<file path="src/sv/pfs_pkg.sv">
package pfs_pkg;

  // Field and datapath widths.
  localparam int unsigned SampleW  = 16;
  localparam int unsigned GainW    = 16;
  localparam int unsigned AttW     = 16;
  localparam int unsigned LimitW   = 15;
  localparam int unsigned SmoothW  = 8;
  localparam int unsigned ShareW   = 16;
  localparam int unsigned SumW     = 32;
  localparam int unsigned SlopeW   = 24;
  localparam int unsigned FracBits = 23;
  localparam int unsigned IntShift = 15;
  localparam int unsigned OutScale = 100;
  localparam int unsigned CfgIdxW  = 3;
  localparam int unsigned CfgDataW = 16;

  // Bit-serial multiplier: wide operand, narrow operand walked one bit a cycle.
  localparam int unsigned MulAW = 48;
  localparam int unsigned MulBW = 16;
  localparam int unsigned MulPW = MulAW + MulBW;

  // Bit-serial restoring divider.
  localparam int unsigned DivNW   = 56;
  localparam int unsigned DivDW   = 32;
  localparam int unsigned DivCntW = 6;

  // Signed sum of the four terms.
  localparam int unsigned TermW = 58;

  // Slope difference width and quotient bit counts of the three divisions.
  localparam int unsigned DiffW = SlopeW + 2;
  localparam logic [DivCntW-1:0] DivBitsLim   = DivCntW'(DivNW);
  localparam logic [DivCntW-1:0] DivBitsSlope = DivCntW'(DiffW);
  localparam logic [DivCntW-1:0] DivBitsOut   = DivCntW'(TermW - FracBits);

  typedef enum logic [CfgIdxW-1:0] {
    CFG_GAIN_P         = 3'd0,
    CFG_GAIN_I         = 3'd1,
    CFG_GAIN_D         = 3'd2,
    CFG_GAIN_FF        = 3'd3,
    CFG_OUT_LIMIT      = 3'd4,
    CFG_D_SMOOTHING    = 3'd5,
    CFG_INTEGRAL_SHARE = 3'd6,
    CFG_LOOP_ENABLE    = 3'd7
  } cfg_idx_e;

  typedef enum logic [3:0] {
    ST_IDLE,
    ST_P_ERR,
    ST_P_ATT,
    ST_FF_SP,
    ST_FF_ATT,
    ST_K,
    ST_LIM_A,
    ST_LIM_B,
    ST_LIM_DIV,
    ST_I_ERR,
    ST_I_ATT,
    ST_D_DIV,
    ST_D_SLOPE,
    ST_D_ATT,
    ST_O_DIV,
    ST_OUT
  } state_e;

  function automatic logic [GainW-1:0] mag_gain(input logic [GainW-1:0] g);
    mag_gain = g[GainW-1] ? GainW'(~g + 1'b1) : g;
  endfunction

endpackage

</file>
<file path="src/sv/pfs_if.sv">
interface pfs_in_if;
  logic                                  valid;
  logic                                  ready;
  logic signed [pfs_pkg::SampleW-1:0]    measurement;
  logic signed [pfs_pkg::SampleW-1:0]    setpoint;
  logic        [pfs_pkg::AttW-1:0]       attenuation;
  logic                                  restart;
  modport source (output valid, measurement, setpoint, attenuation, restart, input ready);
  modport sink   (input valid, measurement, setpoint, attenuation, restart, output ready);
endinterface

interface pfs_out_if;
  logic                               valid;
  logic                               ready;
  logic signed [pfs_pkg::SampleW-1:0] drive;
  modport source (output valid, drive, input ready);
  modport sink   (input valid, drive, output ready);
endinterface

interface pfs_cfg_if;
  logic                            valid;
  logic                            ready;
  logic [pfs_pkg::CfgIdxW-1:0]     index;
  logic [pfs_pkg::CfgDataW-1:0]    data;
  modport source (output valid, index, data, input ready);
  modport sink   (input valid, index, data, output ready);
endinterface

</file>
<file path="src/sv/pfs_mul.sv">
module pfs_mul (
  input  logic                        clk_i,
  input  logic                        rst_ni,
  input  logic                        start_i,
  input  logic [pfs_pkg::MulAW-1:0]   a_i,
  input  logic [pfs_pkg::MulBW-1:0]   b_i,
  output logic                        done_o,
  output logic [pfs_pkg::MulPW-1:0]   prod_o
);

  localparam int unsigned CntW = $clog2(pfs_pkg::MulBW);
  localparam logic [CntW-1:0] LastCnt = CntW'(pfs_pkg::MulBW - 1);

  logic [pfs_pkg::MulPW-1:0] a_q;
  logic [pfs_pkg::MulPW-1:0] acc_q;
  logic [pfs_pkg::MulBW-1:0] b_q;
  logic [CntW-1:0]           cnt_q;
  logic                      busy_q;
  logic                      done_q;

  always_ff @(posedge clk_i or negedge rst_ni) begin
    if (!rst_ni) begin
      busy_q <= 1'b0;
      done_q <= 1'b0;
      cnt_q  <= '0;
    end else begin
      done_q <= busy_q && (cnt_q == LastCnt);
      if (start_i) begin
        busy_q <= 1'b1;
        cnt_q  <= '0;
      end else if (busy_q) begin
        cnt_q <= cnt_q + 1'b1;
        if (cnt_q == LastCnt) begin
          busy_q <= 1'b0;
        end
      end
    end
  end

  // One multiplier bit per cycle, least significant first.
  always_ff @(posedge clk_i) begin
    if (start_i) begin
      a_q   <= pfs_pkg::MulPW'(a_i);
      b_q   <= b_i;
      acc_q <= '0;
    end else if (busy_q) begin
      acc_q <= acc_q + (b_q[0] ? a_q : '0);
      a_q   <= {a_q[pfs_pkg::MulPW-2:0], 1'b0};
      b_q   <= {1'b0, b_q[pfs_pkg::MulBW-1:1]};
    end
  end

  assign done_o = done_q;
  assign prod_o = acc_q;

endmodule

</file>
<file path="src/sv/pfs_div.sv">
module pfs_div (
  input  logic                          clk_i,
  input  logic                          rst_ni,
  input  logic                          start_i,
  input  logic [pfs_pkg::DivNW-1:0]     dividend_i,
  input  logic [pfs_pkg::DivDW-1:0]     divisor_i,
  input  logic [pfs_pkg::DivCntW-1:0]   nbits_i,
  output logic                          done_o,
  output logic [pfs_pkg::DivNW-1:0]     quot_o
);

  // The dividend arrives left aligned in nbits_i bits; after nbits_i steps
  // the quotient sits in the low bits and the zeros of the padding above it.
  logic [pfs_pkg::DivNW-1:0]   dq_q;
  logic [pfs_pkg::DivDW-1:0]   rem_q;
  logic [pfs_pkg::DivDW-1:0]   dvs_q;
  logic [pfs_pkg::DivCntW-1:0] cnt_q;
  logic                        busy_q;
  logic                        done_q;
  logic [pfs_pkg::DivDW:0]     rem_sh;
  logic [pfs_pkg::DivDW:0]     rem_sub;
  logic                        q_bit;

  assign rem_sh  = {rem_q, dq_q[pfs_pkg::DivNW-1]};
  assign q_bit   = rem_sh >= {1'b0, dvs_q};
  assign rem_sub = rem_sh - {1'b0, dvs_q};

  always_ff @(posedge clk_i or negedge rst_ni) begin
    if (!rst_ni) begin
      busy_q <= 1'b0;
      done_q <= 1'b0;
      cnt_q  <= '0;
    end else begin
      done_q <= busy_q && (cnt_q == pfs_pkg::DivCntW'(1));
      if (start_i) begin
        busy_q <= 1'b1;
        cnt_q  <= nbits_i;
      end else if (busy_q) begin
        cnt_q <= cnt_q - 1'b1;
        if (cnt_q == pfs_pkg::DivCntW'(1)) begin
          busy_q <= 1'b0;
        end
      end
    end
  end

  always_ff @(posedge clk_i) begin
    if (start_i) begin
      dq_q  <= dividend_i;
      dvs_q <= divisor_i;
      rem_q <= '0;
    end else if (busy_q) begin
      rem_q <= q_bit ? rem_sub[pfs_pkg::DivDW-1:0] : rem_sh[pfs_pkg::DivDW-1:0];
      dq_q  <= {dq_q[pfs_pkg::DivNW-2:0], q_bit};
    end
  end

  assign done_o = done_q;
  assign quot_o = dq_q;

endmodule

</file>
<file path="src/sv/pid_feedforward_step.sv">
// PID step with feed-forward and a low-passed derivative. Each input word
// (measurement, setpoint, attenuation in Q1.15, restart) yields one drive
// word: (P + I + D + FF) / 100, truncated toward zero and saturated to plus
// or minus out_limit. All gains are signed Q8.8 and every term is scaled by
// the attenuation. The arithmetic runs through one bit-serial multiplier
// and one restoring divider (one quotient bit per cycle). Integral steps,
// with the 56-bit division for the integral clamp, run only for nonzero
// integral gain and attenuation, derivative steps only for a nonzero
// derivative gain; a word with loop_enable low skips all arithmetic and
// yields drive 0. The block works on one word at a time; a finished drive
// waits in the output register while the next word is already taken.
// Configuration writes are taken at any time but must only be issued while
// the block is idle.
module pid_feedforward_step (
  input  logic      clk_i,
  input  logic      rst_ni,
  pfs_in_if.sink    in_i,
  pfs_out_if.source out_o,
  pfs_cfg_if.sink   cfg_i
);

  // Configuration registers.
  logic [pfs_pkg::GainW-1:0]   gain_p_q;
  logic [pfs_pkg::GainW-1:0]   gain_i_q;
  logic [pfs_pkg::GainW-1:0]   gain_d_q;
  logic [pfs_pkg::GainW-1:0]   gain_ff_q;
  logic [pfs_pkg::LimitW-1:0]  out_limit_q;
  logic [pfs_pkg::SmoothW-1:0] d_smoothing_q;
  logic [pfs_pkg::ShareW-1:0]  integral_share_q;
  logic                        loop_enable_q;

  // Loop state.
  logic signed [pfs_pkg::SampleW-1:0] prev_q;
  logic signed [pfs_pkg::SumW-1:0]    es_q;
  logic signed [pfs_pkg::SlopeW-1:0]  slope_q;
  logic                               first_q;

  // Latched word and working registers.
  logic [pfs_pkg::SampleW-1:0] meas_q;
  logic [pfs_pkg::SampleW-1:0] sp_q;
  logic [pfs_pkg::AttW-1:0]    att_q;
  logic [pfs_pkg::MulAW-1:0]   r_q;
  logic [pfs_pkg::DivDW-1:0]   kmag_q;
  logic signed [pfs_pkg::TermW-1:0]   sum_q;
  logic [pfs_pkg::SampleW-1:0] res_q;
  logic                        out_valid_q;
  logic [pfs_pkg::SampleW-1:0] out_drive_q;

  pfs_pkg::state_e state_q, state_d;
  logic            issued_q;

  // Arithmetic unit hookup.
  logic                         mul_start, mul_done;
  logic [pfs_pkg::MulAW-1:0]    mul_a;
  logic [pfs_pkg::MulBW-1:0]    mul_b;
  logic [pfs_pkg::MulPW-1:0]    mul_prod;
  logic                         div_start, div_done;
  logic [pfs_pkg::DivNW-1:0]    div_dividend;
  logic [pfs_pkg::DivDW-1:0]    div_divisor;
  logic [pfs_pkg::DivCntW-1:0]  div_nbits;
  logic [pfs_pkg::DivNW-1:0]    div_quot;
  logic                         is_mul_st, is_div_st;

  logic in_acc, out_free;

  assign in_acc   = in_i.valid && in_i.ready;
  assign out_free = !out_valid_q || out_o.ready;

  // Derived operands.
  logic signed [pfs_pkg::SampleW:0]   err;
  logic [pfs_pkg::SampleW:0]          err_mag;
  logic [pfs_pkg::SampleW-1:0]        sp_mag;
  logic [pfs_pkg::SumW-1:0]           es_mag;
  logic [pfs_pkg::SlopeW-1:0]         slope_mag;
  logic signed [pfs_pkg::SumW:0]      es_add;
  logic signed [pfs_pkg::DiffW-1:0]   diff;
  logic [pfs_pkg::DiffW-1:0]          diff_mag;
  logic signed [pfs_pkg::DiffW:0]     q_signed;
  logic signed [pfs_pkg::DiffW:0]     slope_add;
  logic [pfs_pkg::TermW-1:0]          sum_mag;
  logic [pfs_pkg::TermW-1:0]          term;
  logic                               term_neg;
  logic [pfs_pkg::LimitW-1:0]         q_out;
  logic                               gi_nz, gd_nz, att_nz;

  assign gi_nz  = gain_i_q != '0;
  assign gd_nz  = gain_d_q != '0;
  assign att_nz = att_q != '0;

  assign err = $signed({sp_q[pfs_pkg::SampleW-1], sp_q})
             - $signed({meas_q[pfs_pkg::SampleW-1], meas_q});
  assign err_mag   = err[pfs_pkg::SampleW] ? (pfs_pkg::SampleW+1)'(-err)
                                           : (pfs_pkg::SampleW+1)'(err);
  assign sp_mag    = pfs_pkg::mag_gain(sp_q);
  assign es_mag    = es_q[pfs_pkg::SumW-1] ? pfs_pkg::SumW'(-es_q) : pfs_pkg::SumW'(es_q);
  assign slope_mag = slope_q[pfs_pkg::SlopeW-1] ? pfs_pkg::SlopeW'(-slope_q)
                                                : pfs_pkg::SlopeW'(slope_q);
  assign es_add = $signed({es_q[pfs_pkg::SumW-1], es_q})
                + $signed({{(pfs_pkg::SumW-pfs_pkg::SampleW){err[pfs_pkg::SampleW]}}, err});

  // Change of the measurement minus the current slope, then divided by the
  // smoothing divisor with the magnitude taken through the divider.
  assign diff = $signed({{(pfs_pkg::DiffW-pfs_pkg::SampleW){meas_q[pfs_pkg::SampleW-1]}}, meas_q})
              - $signed({{(pfs_pkg::DiffW-pfs_pkg::SampleW){prev_q[pfs_pkg::SampleW-1]}}, prev_q})
              - $signed({{(pfs_pkg::DiffW-pfs_pkg::SlopeW){slope_q[pfs_pkg::SlopeW-1]}}, slope_q});
  assign diff_mag = diff[pfs_pkg::DiffW-1] ? pfs_pkg::DiffW'(-diff) : pfs_pkg::DiffW'(diff);
  assign q_signed = diff[pfs_pkg::DiffW-1]
                  ? -$signed({1'b0, div_quot[pfs_pkg::DiffW-1:0]})
                  :  $signed({1'b0, div_quot[pfs_pkg::DiffW-1:0]});
  assign slope_add = q_signed
                   + $signed({{(pfs_pkg::DiffW+1-pfs_pkg::SlopeW){slope_q[pfs_pkg::SlopeW-1]}},
                              slope_q});

  assign sum_mag = sum_q[pfs_pkg::TermW-1] ? pfs_pkg::TermW'(-sum_q) : pfs_pkg::TermW'(sum_q);
  assign term    = {1'b0, mul_prod[pfs_pkg::TermW-2:0]};
  assign q_out   = (div_quot > pfs_pkg::DivNW'(out_limit_q)) ? out_limit_q
                                                              : div_quot[pfs_pkg::LimitW-1:0];

  always_comb begin
    case (state_q)
      pfs_pkg::ST_P_ATT:   term_neg = err[pfs_pkg::SampleW] ^ gain_p_q[pfs_pkg::GainW-1];
      pfs_pkg::ST_FF_ATT:  term_neg = sp_q[pfs_pkg::SampleW-1] ^ gain_ff_q[pfs_pkg::GainW-1];
      pfs_pkg::ST_I_ATT:   term_neg = es_q[pfs_pkg::SumW-1] ^ gain_i_q[pfs_pkg::GainW-1];
      default:             term_neg = slope_q[pfs_pkg::SlopeW-1] ^ gain_d_q[pfs_pkg::GainW-1];
    endcase
  end

  // Configuration port.
  assign cfg_i.ready = 1'b1;

  always_ff @(posedge clk_i or negedge rst_ni) begin
    if (!rst_ni) begin
      gain_p_q         <= '0;
      gain_i_q         <= '0;
      gain_d_q         <= '0;
      gain_ff_q        <= '0;
      out_limit_q      <= '1;
      d_smoothing_q    <= '0;
      integral_share_q <= pfs_pkg::ShareW'(256);
      loop_enable_q    <= 1'b0;
    end else if (cfg_i.valid) begin
      unique case (pfs_pkg::cfg_idx_e'(cfg_i.index))
        pfs_pkg::CFG_GAIN_P:         gain_p_q <= cfg_i.data[pfs_pkg::GainW-1:0];
        pfs_pkg::CFG_GAIN_I:         gain_i_q <= cfg_i.data[pfs_pkg::GainW-1:0];
        pfs_pkg::CFG_GAIN_D:         gain_d_q <= cfg_i.data[pfs_pkg::GainW-1:0];
        pfs_pkg::CFG_GAIN_FF:        gain_ff_q <= cfg_i.data[pfs_pkg::GainW-1:0];
        pfs_pkg::CFG_OUT_LIMIT:      out_limit_q <= cfg_i.data[pfs_pkg::LimitW-1:0];
        pfs_pkg::CFG_D_SMOOTHING:    d_smoothing_q <= cfg_i.data[pfs_pkg::SmoothW-1:0];
        pfs_pkg::CFG_INTEGRAL_SHARE: integral_share_q <= cfg_i.data[pfs_pkg::ShareW-1:0];
        pfs_pkg::CFG_LOOP_ENABLE:    loop_enable_q <= cfg_i.data[0];
        default: ;
      endcase
    end
  end

  // Sequencer: next state.
  always_comb begin
    state_d = state_q;
    unique case (state_q)
      pfs_pkg::ST_IDLE:
        if (in_acc) begin
          state_d = loop_enable_q ? pfs_pkg::ST_P_ERR : pfs_pkg::ST_OUT;
        end
      pfs_pkg::ST_P_ERR:   if (mul_done) state_d = pfs_pkg::ST_P_ATT;
      pfs_pkg::ST_P_ATT:   if (mul_done) state_d = pfs_pkg::ST_FF_SP;
      pfs_pkg::ST_FF_SP:   if (mul_done) state_d = pfs_pkg::ST_FF_ATT;
      pfs_pkg::ST_FF_ATT:
        if (mul_done) begin
          if (gi_nz && att_nz) begin
            state_d = pfs_pkg::ST_K;
          end else begin
            state_d = gd_nz ? pfs_pkg::ST_D_DIV : pfs_pkg::ST_O_DIV;
          end
        end
      pfs_pkg::ST_K:       if (mul_done) state_d = pfs_pkg::ST_LIM_A;
      pfs_pkg::ST_LIM_A:   if (mul_done) state_d = pfs_pkg::ST_LIM_B;
      pfs_pkg::ST_LIM_B:   if (mul_done) state_d = pfs_pkg::ST_LIM_DIV;
      pfs_pkg::ST_LIM_DIV: if (div_done) state_d = pfs_pkg::ST_I_ERR;
      pfs_pkg::ST_I_ERR:   if (mul_done) state_d = pfs_pkg::ST_I_ATT;
      pfs_pkg::ST_I_ATT:
        if (mul_done) begin
          state_d = gd_nz ? pfs_pkg::ST_D_DIV : pfs_pkg::ST_O_DIV;
        end
      pfs_pkg::ST_D_DIV:   if (div_done) state_d = pfs_pkg::ST_D_SLOPE;
      pfs_pkg::ST_D_SLOPE: if (mul_done) state_d = pfs_pkg::ST_D_ATT;
      pfs_pkg::ST_D_ATT:   if (mul_done) state_d = pfs_pkg::ST_O_DIV;
      pfs_pkg::ST_O_DIV:   if (div_done) state_d = pfs_pkg::ST_OUT;
      pfs_pkg::ST_OUT:     if (out_free) state_d = pfs_pkg::ST_IDLE;
      default:             state_d = pfs_pkg::ST_IDLE;
    endcase
  end

  // Sequencer: outputs and operand selection.
  always_comb begin
    in_i.ready   = state_q == pfs_pkg::ST_IDLE;
    is_mul_st    = 1'b0;
    is_div_st    = 1'b0;
    mul_a        = pfs_pkg::MulAW'(att_q);
    mul_b        = att_q;
    div_dividend = {sum_mag[pfs_pkg::TermW-1:pfs_pkg::FracBits],
                    {(pfs_pkg::DivNW-pfs_pkg::TermW+pfs_pkg::FracBits){1'b0}}};
    div_divisor  = pfs_pkg::DivDW'(pfs_pkg::OutScale);
    div_nbits    = pfs_pkg::DivBitsOut;
    unique case (state_q) inside
      pfs_pkg::ST_P_ERR: begin
        is_mul_st = 1'b1;
        mul_a     = pfs_pkg::MulAW'(err_mag);
        mul_b     = pfs_pkg::mag_gain(gain_p_q);
      end
      pfs_pkg::ST_FF_SP: begin
        is_mul_st = 1'b1;
        mul_a     = pfs_pkg::MulAW'(sp_mag);
        mul_b     = pfs_pkg::mag_gain(gain_ff_q);
      end
      pfs_pkg::ST_P_ATT, pfs_pkg::ST_FF_ATT, pfs_pkg::ST_I_ATT, pfs_pkg::ST_D_ATT: begin
        is_mul_st = 1'b1;
        mul_a     = r_q;
        mul_b     = att_q;
      end
      pfs_pkg::ST_K: begin
        is_mul_st = 1'b1;
        mul_a     = pfs_pkg::MulAW'(att_q);
        mul_b     = pfs_pkg::mag_gain(gain_i_q);
      end
      pfs_pkg::ST_LIM_A: begin
        is_mul_st = 1'b1;
        mul_a     = pfs_pkg::MulAW'(out_limit_q);
        mul_b     = integral_share_q;
      end
      pfs_pkg::ST_LIM_B: begin
        is_mul_st = 1'b1;
        mul_a     = r_q;
        mul_b     = pfs_pkg::MulBW'(pfs_pkg::OutScale);
      end
      pfs_pkg::ST_I_ERR: begin
        is_mul_st = 1'b1;
        mul_a     = pfs_pkg::MulAW'(es_mag);
        mul_b     = pfs_pkg::mag_gain(gain_i_q);
      end
      pfs_pkg::ST_D_SLOPE: begin
        is_mul_st = 1'b1;
        mul_a     = pfs_pkg::MulAW'(slope_mag);
        mul_b     = pfs_pkg::mag_gain(gain_d_q);
      end
      pfs_pkg::ST_LIM_DIV: begin
        is_div_st    = 1'b1;
        div_dividend = pfs_pkg::DivNW'({r_q, {pfs_pkg::IntShift{1'b0}}});
        div_divisor  = kmag_q;
        div_nbits    = pfs_pkg::DivBitsLim;
      end
      pfs_pkg::ST_D_DIV: begin
        is_div_st    = 1'b1;
        div_dividend = {diff_mag, {(pfs_pkg::DivNW-pfs_pkg::DiffW){1'b0}}};
        div_divisor  = pfs_pkg::DivDW'(d_smoothing_q) + 1'b1;
        div_nbits    = pfs_pkg::DivBitsSlope;
      end
      pfs_pkg::ST_O_DIV: begin
        is_div_st = 1'b1;
      end
      default: ;
    endcase
    mul_start = is_mul_st && !issued_q;
    div_start = is_div_st && !issued_q;
  end

  pfs_mul u_mul (
    .clk_i   (clk_i),
    .rst_ni  (rst_ni),
    .start_i (mul_start),
    .a_i     (mul_a),
    .b_i     (mul_b),
    .done_o  (mul_done),
    .prod_o  (mul_prod)
  );

  pfs_div u_div (
    .clk_i      (clk_i),
    .rst_ni     (rst_ni),
    .start_i    (div_start),
    .dividend_i (div_dividend),
    .divisor_i  (div_divisor),
    .nbits_i    (div_nbits),
    .done_o     (div_done),
    .quot_o     (div_quot)
  );

  // Control state and loop state.
  always_ff @(posedge clk_i or negedge rst_ni) begin
    if (!rst_ni) begin
      state_q     <= pfs_pkg::ST_IDLE;
      issued_q    <= 1'b0;
      out_valid_q <= 1'b0;
      prev_q      <= '0;
      es_q        <= '0;
      slope_q     <= '0;
      first_q     <= 1'b1;
    end else begin
      state_q <= state_d;
      if (mul_start || div_start) begin
        issued_q <= 1'b1;
      end else if (mul_done || div_done) begin
        issued_q <= 1'b0;
      end

      if (state_q == pfs_pkg::ST_OUT && out_free) begin
        out_valid_q <= 1'b1;
      end else if (out_o.ready) begin
        out_valid_q <= 1'b0;
      end

      if (in_acc) begin
        // A disabled loop resets the state; a restart clears sum and slope, and
        // it or the first enabled sample seeds the previous measurement.
        if (!loop_enable_q) begin
          prev_q  <= '0;
          es_q    <= '0;
          slope_q <= '0;
          first_q <= 1'b1;
        end else begin
          if (in_i.restart || first_q) begin
            prev_q <= in_i.measurement;
          end
          if (in_i.restart) begin
            es_q    <= '0;
            slope_q <= '0;
          end
          first_q <= 1'b0;
        end
      end

      if (state_q == pfs_pkg::ST_FF_ATT && mul_done) begin
        if (!gi_nz) begin
          es_q <= '0;
        end else if (es_add[pfs_pkg::SumW] != es_add[pfs_pkg::SumW-1]) begin
          es_q <= {es_add[pfs_pkg::SumW], {(pfs_pkg::SumW-1){~es_add[pfs_pkg::SumW]}}};
        end else begin
          es_q <= es_add[pfs_pkg::SumW-1:0];
        end
        if (!gd_nz) begin
          slope_q <= '0;
        end
      end

      // Clamp the accumulator to the quotient of the integral limit.
      if (state_q == pfs_pkg::ST_LIM_DIV && div_done) begin
        if (pfs_pkg::DivNW'(es_mag) > div_quot) begin
          es_q <= es_q[pfs_pkg::SumW-1] ? -$signed(pfs_pkg::SumW'(div_quot))
                                        :  $signed(pfs_pkg::SumW'(div_quot));
        end
      end

      if (state_q == pfs_pkg::ST_D_DIV && div_done) begin
        if (slope_add[pfs_pkg::DiffW:pfs_pkg::SlopeW-1] != '0 &&
            slope_add[pfs_pkg::DiffW:pfs_pkg::SlopeW-1] != '1) begin
          slope_q <= {slope_add[pfs_pkg::DiffW],
                      {(pfs_pkg::SlopeW-1){~slope_add[pfs_pkg::DiffW]}}};
        end else begin
          slope_q <= slope_add[pfs_pkg::SlopeW-1:0];
        end
      end

      if (state_q == pfs_pkg::ST_O_DIV && div_done) begin
        prev_q <= meas_q;
      end
    end
  end

  // Datapath registers.
  always_ff @(posedge clk_i) begin
    if (in_acc) begin
      meas_q <= in_i.measurement;
      sp_q   <= in_i.setpoint;
      att_q  <= in_i.attenuation;
      sum_q  <= '0;
      res_q  <= '0;
    end
    if (mul_done) begin
      unique case (state_q) inside
        pfs_pkg::ST_K:
          kmag_q <= mul_prod[pfs_pkg::DivDW-1:0];
        pfs_pkg::ST_P_ATT, pfs_pkg::ST_FF_ATT, pfs_pkg::ST_I_ATT, pfs_pkg::ST_D_ATT:
          sum_q <= term_neg ? sum_q - $signed(term) : sum_q + $signed(term);
        default:
          r_q <= mul_prod[pfs_pkg::MulAW-1:0];
      endcase
    end
    if (state_q == pfs_pkg::ST_O_DIV && div_done) begin
      res_q <= sum_q[pfs_pkg::TermW-1] ? pfs_pkg::SampleW'(-{1'b0, q_out})
                                       : pfs_pkg::SampleW'({1'b0, q_out});
    end
    if (state_q == pfs_pkg::ST_OUT && out_free) begin
      out_drive_q <= res_q;
    end
  end

  assign out_o.valid = out_valid_q;
  assign out_o.drive = out_drive_q;

  // A word is only taken while the sequencer is idle.
  assert property (@(posedge clk_i) disable iff (!rst_ni)
    in_i.ready |-> state_q == pfs_pkg::ST_IDLE)
    else $error("input taken outside idle");

  // The multiplier only reports completion in a state that waits for it.
  assert property (@(posedge clk_i) disable iff (!rst_ni)
    mul_done |-> is_mul_st && issued_q)
    else $error("multiplier done without a waiting state");

  // The divider only reports completion in a state that waits for it.
  assert property (@(posedge clk_i) disable iff (!rst_ni)
    div_done |-> (state_q == pfs_pkg::ST_LIM_DIV || state_q == pfs_pkg::ST_D_DIV ||
                  state_q == pfs_pkg::ST_O_DIV) && issued_q)
    else $error("divider done without a waiting state");

  // Leaving the result state always presents a word on the output.
  assert property (@(posedge clk_i) disable iff (!rst_ni)
    (state_q == pfs_pkg::ST_OUT && out_free) |=> out_valid_q)
    else $error("result lost on the way to the output");

  // The drive never exceeds the configured magnitude limit.
  assert property (@(posedge clk_i) disable iff (!rst_ni)
    $rose(out_valid_q) |-> ($signed(out_drive_q) <= $signed({1'b0, out_limit_q}) &&
                            $signed(out_drive_q) >= -$signed({1'b0, out_limit_q})))
    else $error("drive outside the output limit");

endmodule
</file>
<file path="src/flat_wrapper.sv">
// flat-port wrapper written by rule: the top's interface ports become plain ports
module pid_feedforward_step_flat 
  (clk_i, rst_ni, in_i_valid, in_i_measurement, in_i_setpoint, in_i_attenuation, in_i_restart, in_i_ready, out_o_valid, out_o_drive, out_o_ready, cfg_i_valid, cfg_i_index, cfg_i_data, cfg_i_ready);
  pfs_in_if in_i_i ();
  pfs_out_if out_o_i ();
  pfs_cfg_if cfg_i_i ();
  input  logic clk_i;
  input  logic rst_ni;
  input wire logic [$bits(in_i_i.valid)-1:0] in_i_valid;
  input wire logic [$bits(in_i_i.measurement)-1:0] in_i_measurement;
  input wire logic [$bits(in_i_i.setpoint)-1:0] in_i_setpoint;
  input wire logic [$bits(in_i_i.attenuation)-1:0] in_i_attenuation;
  input wire logic [$bits(in_i_i.restart)-1:0] in_i_restart;
  output wire logic [$bits(in_i_i.ready)-1:0] in_i_ready;
  output wire logic [$bits(out_o_i.valid)-1:0] out_o_valid;
  output wire logic [$bits(out_o_i.drive)-1:0] out_o_drive;
  input wire logic [$bits(out_o_i.ready)-1:0] out_o_ready;
  input wire logic [$bits(cfg_i_i.valid)-1:0] cfg_i_valid;
  input wire logic [$bits(cfg_i_i.index)-1:0] cfg_i_index;
  input wire logic [$bits(cfg_i_i.data)-1:0] cfg_i_data;
  output wire logic [$bits(cfg_i_i.ready)-1:0] cfg_i_ready;
  assign in_i_i.valid = in_i_valid;
  assign in_i_i.measurement = in_i_measurement;
  assign in_i_i.setpoint = in_i_setpoint;
  assign in_i_i.attenuation = in_i_attenuation;
  assign in_i_i.restart = in_i_restart;
  assign in_i_ready = in_i_i.ready;
  assign out_o_valid = out_o_i.valid;
  assign out_o_drive = out_o_i.drive;
  assign out_o_i.ready = out_o_ready;
  assign cfg_i_i.valid = cfg_i_valid;
  assign cfg_i_i.index = cfg_i_index;
  assign cfg_i_i.data = cfg_i_data;
  assign cfg_i_ready = cfg_i_i.ready;
  pid_feedforward_step u_core (.clk_i(clk_i), .rst_ni(rst_ni), .in_i(in_i_i), .out_o(out_o_i), .cfg_i(cfg_i_i));
endmodule
</file>
<file path="config.mk">
export PLATFORM = sky130hd
export DESIGN_NAME = pid_feedforward_step_flat
export DESIGN_NICKNAME = d
export VERILOG_FILES = /design/src/sv/pfs_pkg.sv /design/src/sv/pfs_if.sv /design/src/sv/pfs_mul.sv /design/src/sv/pfs_div.sv /design/src/sv/pid_feedforward_step.sv /design/src/flat_wrapper.sv
export SDC_FILE = /design/constraint.sdc
export NUM_CORES = 2
export LEC_CHECK = 0
export BUFFER_PORTS_ARGS = -buffer_cell sky130_fd_sc_hd__buf_4
export CAP_MARGIN = 10
export CELL_PAD_IN_SITES_DETAIL_PLACEMENT = 1
export CELL_PAD_IN_SITES_GLOBAL_PLACEMENT = 2
export CORE_MARGIN = 2
export CORE_UTILIZATION = 35
export DETAILED_ROUTE_END_ITERATION = 10
export PLACE_DENSITY_LB_ADDON = 0.3
export SYNTH_ARGS = -nofsm -noshare
export SYNTH_HDL_FRONTEND = slang
export SYNTH_SLANG_ARGS = --single-unit
</file>
<file path="constraint.sdc">
create_clock -name clk_i -period 19.03 [get_ports clk_i]
set_clock_uncertainty 0.05 [all_clocks]
set_input_delay 3.806 -clock clk_i [delete_from_list [all_inputs] [get_ports clk_i]]
set_output_delay 3.806 -clock clk_i [all_outputs]
set_load 0.05 [all_outputs]
</file>
==> impl_metrics.json <==
{
  "outcome": "complete, no violations",
  "seq_area_frac_synth_pct": 35.5,
  "synth_cell_types": 111,
  "grtUsageTotal_pct": 27.0,
  "hold_path_class": "reg2reg",
  "maxCapViolations": 0,
  "vdd_ir_drop_max_mv": 0.0798,
  "r2r_cells": 26,
  "drv_slew": 0,
  "antenna_found_initial": 18,
  "regToRegSetupSlack_ns": 11.09,
  "cts_resized": 0,
  "r2r-start": "u_core.slope_q[10]",
  "synth_top_area_cell": "edfxtp_1",
  "io_buffers": 90,
  "async_flop_share_pct": 29.6,
  "required_ns": 19.63,
  "grt.met1_usage_pct": 39.0,
  "htreeDepth": 3,
  "drt_first_pass_iters": 6,
  "die_y_um": 378,
  "drcViolationCount": 0,
  "clk_pin_slew_ns": 0.06,
  "critPathMaxFanout": 32,
  "via_count": 44000,
  "synth_edf_count": 312,
  "powerDensity_mw_per_mm2": 99.1,
  "cts_setup_buffers": 0,
  "critical_path_arrival_ns": 8.54,
  "setup_viol": 0,
  "final_area_mm2": 0.0548,
  "relSlewSlack_pct": 12.2,
  "critical_path_class": "reg2reg",
  "clockRootBuffer": "clkbuf_16",
  "synth.area.top_cells": "edfxtp_1 (19%), dfrtp_1 (9.2%), ha_1 (7.9%), dfxtp_1 (6.4%), xnor2_1 (5.8%)",
  "post_synth.cell_area_avg_um2": 8.85,
  "min_path_cells": 0,
  "placementRows": 137,
  "wire_per_inst_um": 26.4,
  "grtUsageMet2_pct": 41.5,
  "final.setup.tns_ns": 0,
  "yosysWarnings": 0,
  "hp-start": "u_core.res_q[11]",
  "chipWidth_um": 378,
  "grt-busiest-layer": "met2",
  "wirelength_mm": 198,
  "post_dp_cell_area_mm2": 0.0519,
  "drive_gt1_share_pct": 9.26,
  "holdBufCountCts": 0,
  "synthesis.nets": 5958,
  "die_area_mm2": 0.143,
  "via_per_inst": 5.88,
  "netlist_instances": 5546,
  "grt_pass1_vias": 43300,
  "coreArea_mm2": 0.139,
  "grt-ovfl-total": 0,
  "grt_max_degree": 86,
  "endpoint_kind": "register",
  "grt_pass1_wl_mm": 291,
  "yosysTopAreaCellShare_pct": 19.1,
  "ant_nets": 0,
  "cp-startpoint": "u_core.slope_q[10]",
  "ios": 92,
  "leakagePower_nw": 22.4,
  "critPathLaunchType": "register",
  "clk_path_buf_depth": 3,
  "synth_ff_type": "edfxtp_1",
  "synth.cell_area_mm2": 0.0491,
  "rsz0062_at_grt": "no",
  "gp_congestion": 0.945,
  "nNetsFinal": 5947,
  "min_period_over_period_pct": 41.7,
  "hold_viol_final": 0,
  "hpwl_mm": 151,
  "worst_pin_slew_ns": 1.30,
  "start_util_pct": 35.2,
  "ys_seq_elements": 665,
  "post-route-min-period_ns": 7.94,
  "grtUsageMet3_pct": 5.25,
  "cts_tree": "done",
  "timing.rr.end": "u_core.slope_q[9]",
  "clock_latency_ns": 0.73,
  "min_to": "u_core.out_o.drive[11]",
  "cts_buffers": 84,
  "clock_sinks": 665,
  "max_freq_mhz": 126,
  "first_iter_violations": 3978,
  "area_growth_pct": 11.7
}
==> worst max-delay path, stage by stage, from the launching register on <==
cell,delay [ns]
dfrtp_1,0.48
inv_1,0.13
fa_1,0.49
ha_1,0.51
nand2_1,0.14
nor2_1,0.24
o311ai_2,0.18
a31oi_2,0.32
a211oi_2,0.14
o31ai_1,0.60
xnor2_2,0.17
buf_4,0.34
nand2_1,0.09
o21ai_0,0.14
inv_1,0.11
fa_1,0.44
nor2b_1,0.19
o221ai_1,0.19
a21oi_1,0.20
o22ai_1,0.18
o21ai_0,0.59
a211oi_1,0.21
o32a_1,0.23
a22oi_2,0.25
xnor2_2,0.13
a21oi_2,0.79
a311o_1,0.30
==> stage by stage <==
step	hold WS [ns]	utilization (%)	cells	setup slack [ns]	power [W]
floorplan	0.350	-	5546	12.44	0.00310
global placement	0.357	37.2	7325	11.25	0.00366
detailed placement	0.358	37.2	7325	11.21	0.00369
CTS	0.375	39.3	7483	11.16	0.00545
global route	0.383	39.3	7483	10.59	0.00572
finish	0.374	39.3	7486	11.09	0.00543
==> worst max-delay path by stage <==
stage,endpoint,cells past startpoint
2_1_floorplan,u_core.slope_q[10],28
5_1_grt,u_core.slope_q[9],25
6_report,u_core.slope_q[9],26
3_5_place_dp,u_core.slope_q[1],26
3_3_place_gp,u_core.slope_q[9],26
4_1_cts,u_core.slope_q[9],26
==> flip-flops by register name (all words and copies together), names as in the netlist, 24 cells and up <==
| name | flops |
|---|---|
| u_core.es_q | 32 |
| u_core.kmag_q | 32 |
| u_core.r_q | 48 |
| u_core.slope_q | 24 |
| u_core.sum_q | 58 |
| u_core.u_div.dvs_q | 32 |
| u_core.u_div.quot_o | 56 |
| u_core.u_div.rem_q | 32 |
| u_core.u_mul.a_q | 57 |
| u_core.u_mul.prod_o | 57 |
==> layer usage <==
metal / wire length, um / vias to the layer above
li1: - / 20300
met3: 14500 / 235
met1: 92400 / 22200
met4: 4370 / 8
met2: 86300 / 1201
met5: 70 / -
==> cells in the final DEF (no fill, tap or decap), drive strengths merged, types with 37 or more instances in the layout <==
cell type / synthesis / routed
a211oi: 39 / 39
a21o: 141 / 141
a21oi: 348 / 348
a221oi: 69 / 69
a31oi: 66 / 66
and2: 104 / 104
and3: 37 / 37
buf: 46 / 169
clkbuf: 220 / 111
dfrtp: 180 / 180
dfxtp: 156 / 156
edfxtp: 312 / 312
ha: 309 / 309
inv: 239 / 243
mux2: 87 / 87
mux2i: 69 / 69
nand2: 536 / 536
nand2b: 71 / 71
nand3: 202 / 202
nand4: 66 / 66
nor2: 384 / 384
nor2b: 47 / 47
nor3: 125 / 125
nor4: 57 / 57
o21a: 46 / 46
o21ai: 425 / 425
o21bai: 40 / 40
o31ai: 87 / 87
or3: 37 / 37
xnor2: 326 / 326
xor2: 187 / 187
==> where the power goes <==
group	internal (W)	switching, W	total [W]
clock network	0.00101	0.000727	0.00174
logic	0.000716	0.00106	0.00177
registers	0.00166	0.000259	0.00192
total	0.00339	0.00204	0.00543
==> cells in the mapped netlist (all sizes together) (30+ instances only) <==
| cell type | number |
|---|---|
| edfxtp | 312 |
| ha | 309 |
| o31ai | 87 |
| clkbuf | 220 |
| nand2 | 536 |
| dfrtp | 180 |
| o22ai | 33 |
| nor4 | 57 |
| o21bai | 40 |
| a221oi | 69 |
| nor3 | 125 |
| o21a | 46 |
| a211oi | 39 |
| nand4 | 66 |
| a31oi | 66 |
| or3 | 37 |
| nand3 | 202 |
| a21o | 141 |
| buf | 46 |
| nor2b | 47 |
| a21oi | 348 |
| mux2 | 87 |
| o21ai | 425 |
| nor2 | 384 |
| and2 | 104 |
| xnor2 | 326 |
| dfxtp | 156 |
| fa | 30 |
| xor2 | 187 |
| or2 | 30 |
| and3 | 37 |
| mux2i | 69 |
| a221o | 31 |
| nand2b | 71 |
| inv | 239 |
==> kinds of logic (layout without fill, tap and decap cells) <==
kind of cell    Yosys count  count (layout)  synth area share, %
compound gates         1585            1585                 21.1
xor+xnor                513             513                 9.17
fa+ha+maj               339             339                 9.10
buf+inv                 513             574                 3.99
flops                   665             665                 35.5
mux                     156             156                 3.40
other cells               1               4              0.00764
simple gates           1774            1774                 17.7
==> final cells by class <==
class | instances | area (um2)
Clock inverter | 47 | 682
Tap cell | 1876 | 2350
Fill cell | 16100 | 84500
Antenna cell | 3 | 7.51
Sequential cell | 665 | 17400
Timing Repair Buffer | 169 | 1280
Inverter | 247 | 928
Clock buffer | 111 | 2280
Multi-Input combinational cell | 4368 | 29900
Note: power is estimated with default switching activity, not from simulation.
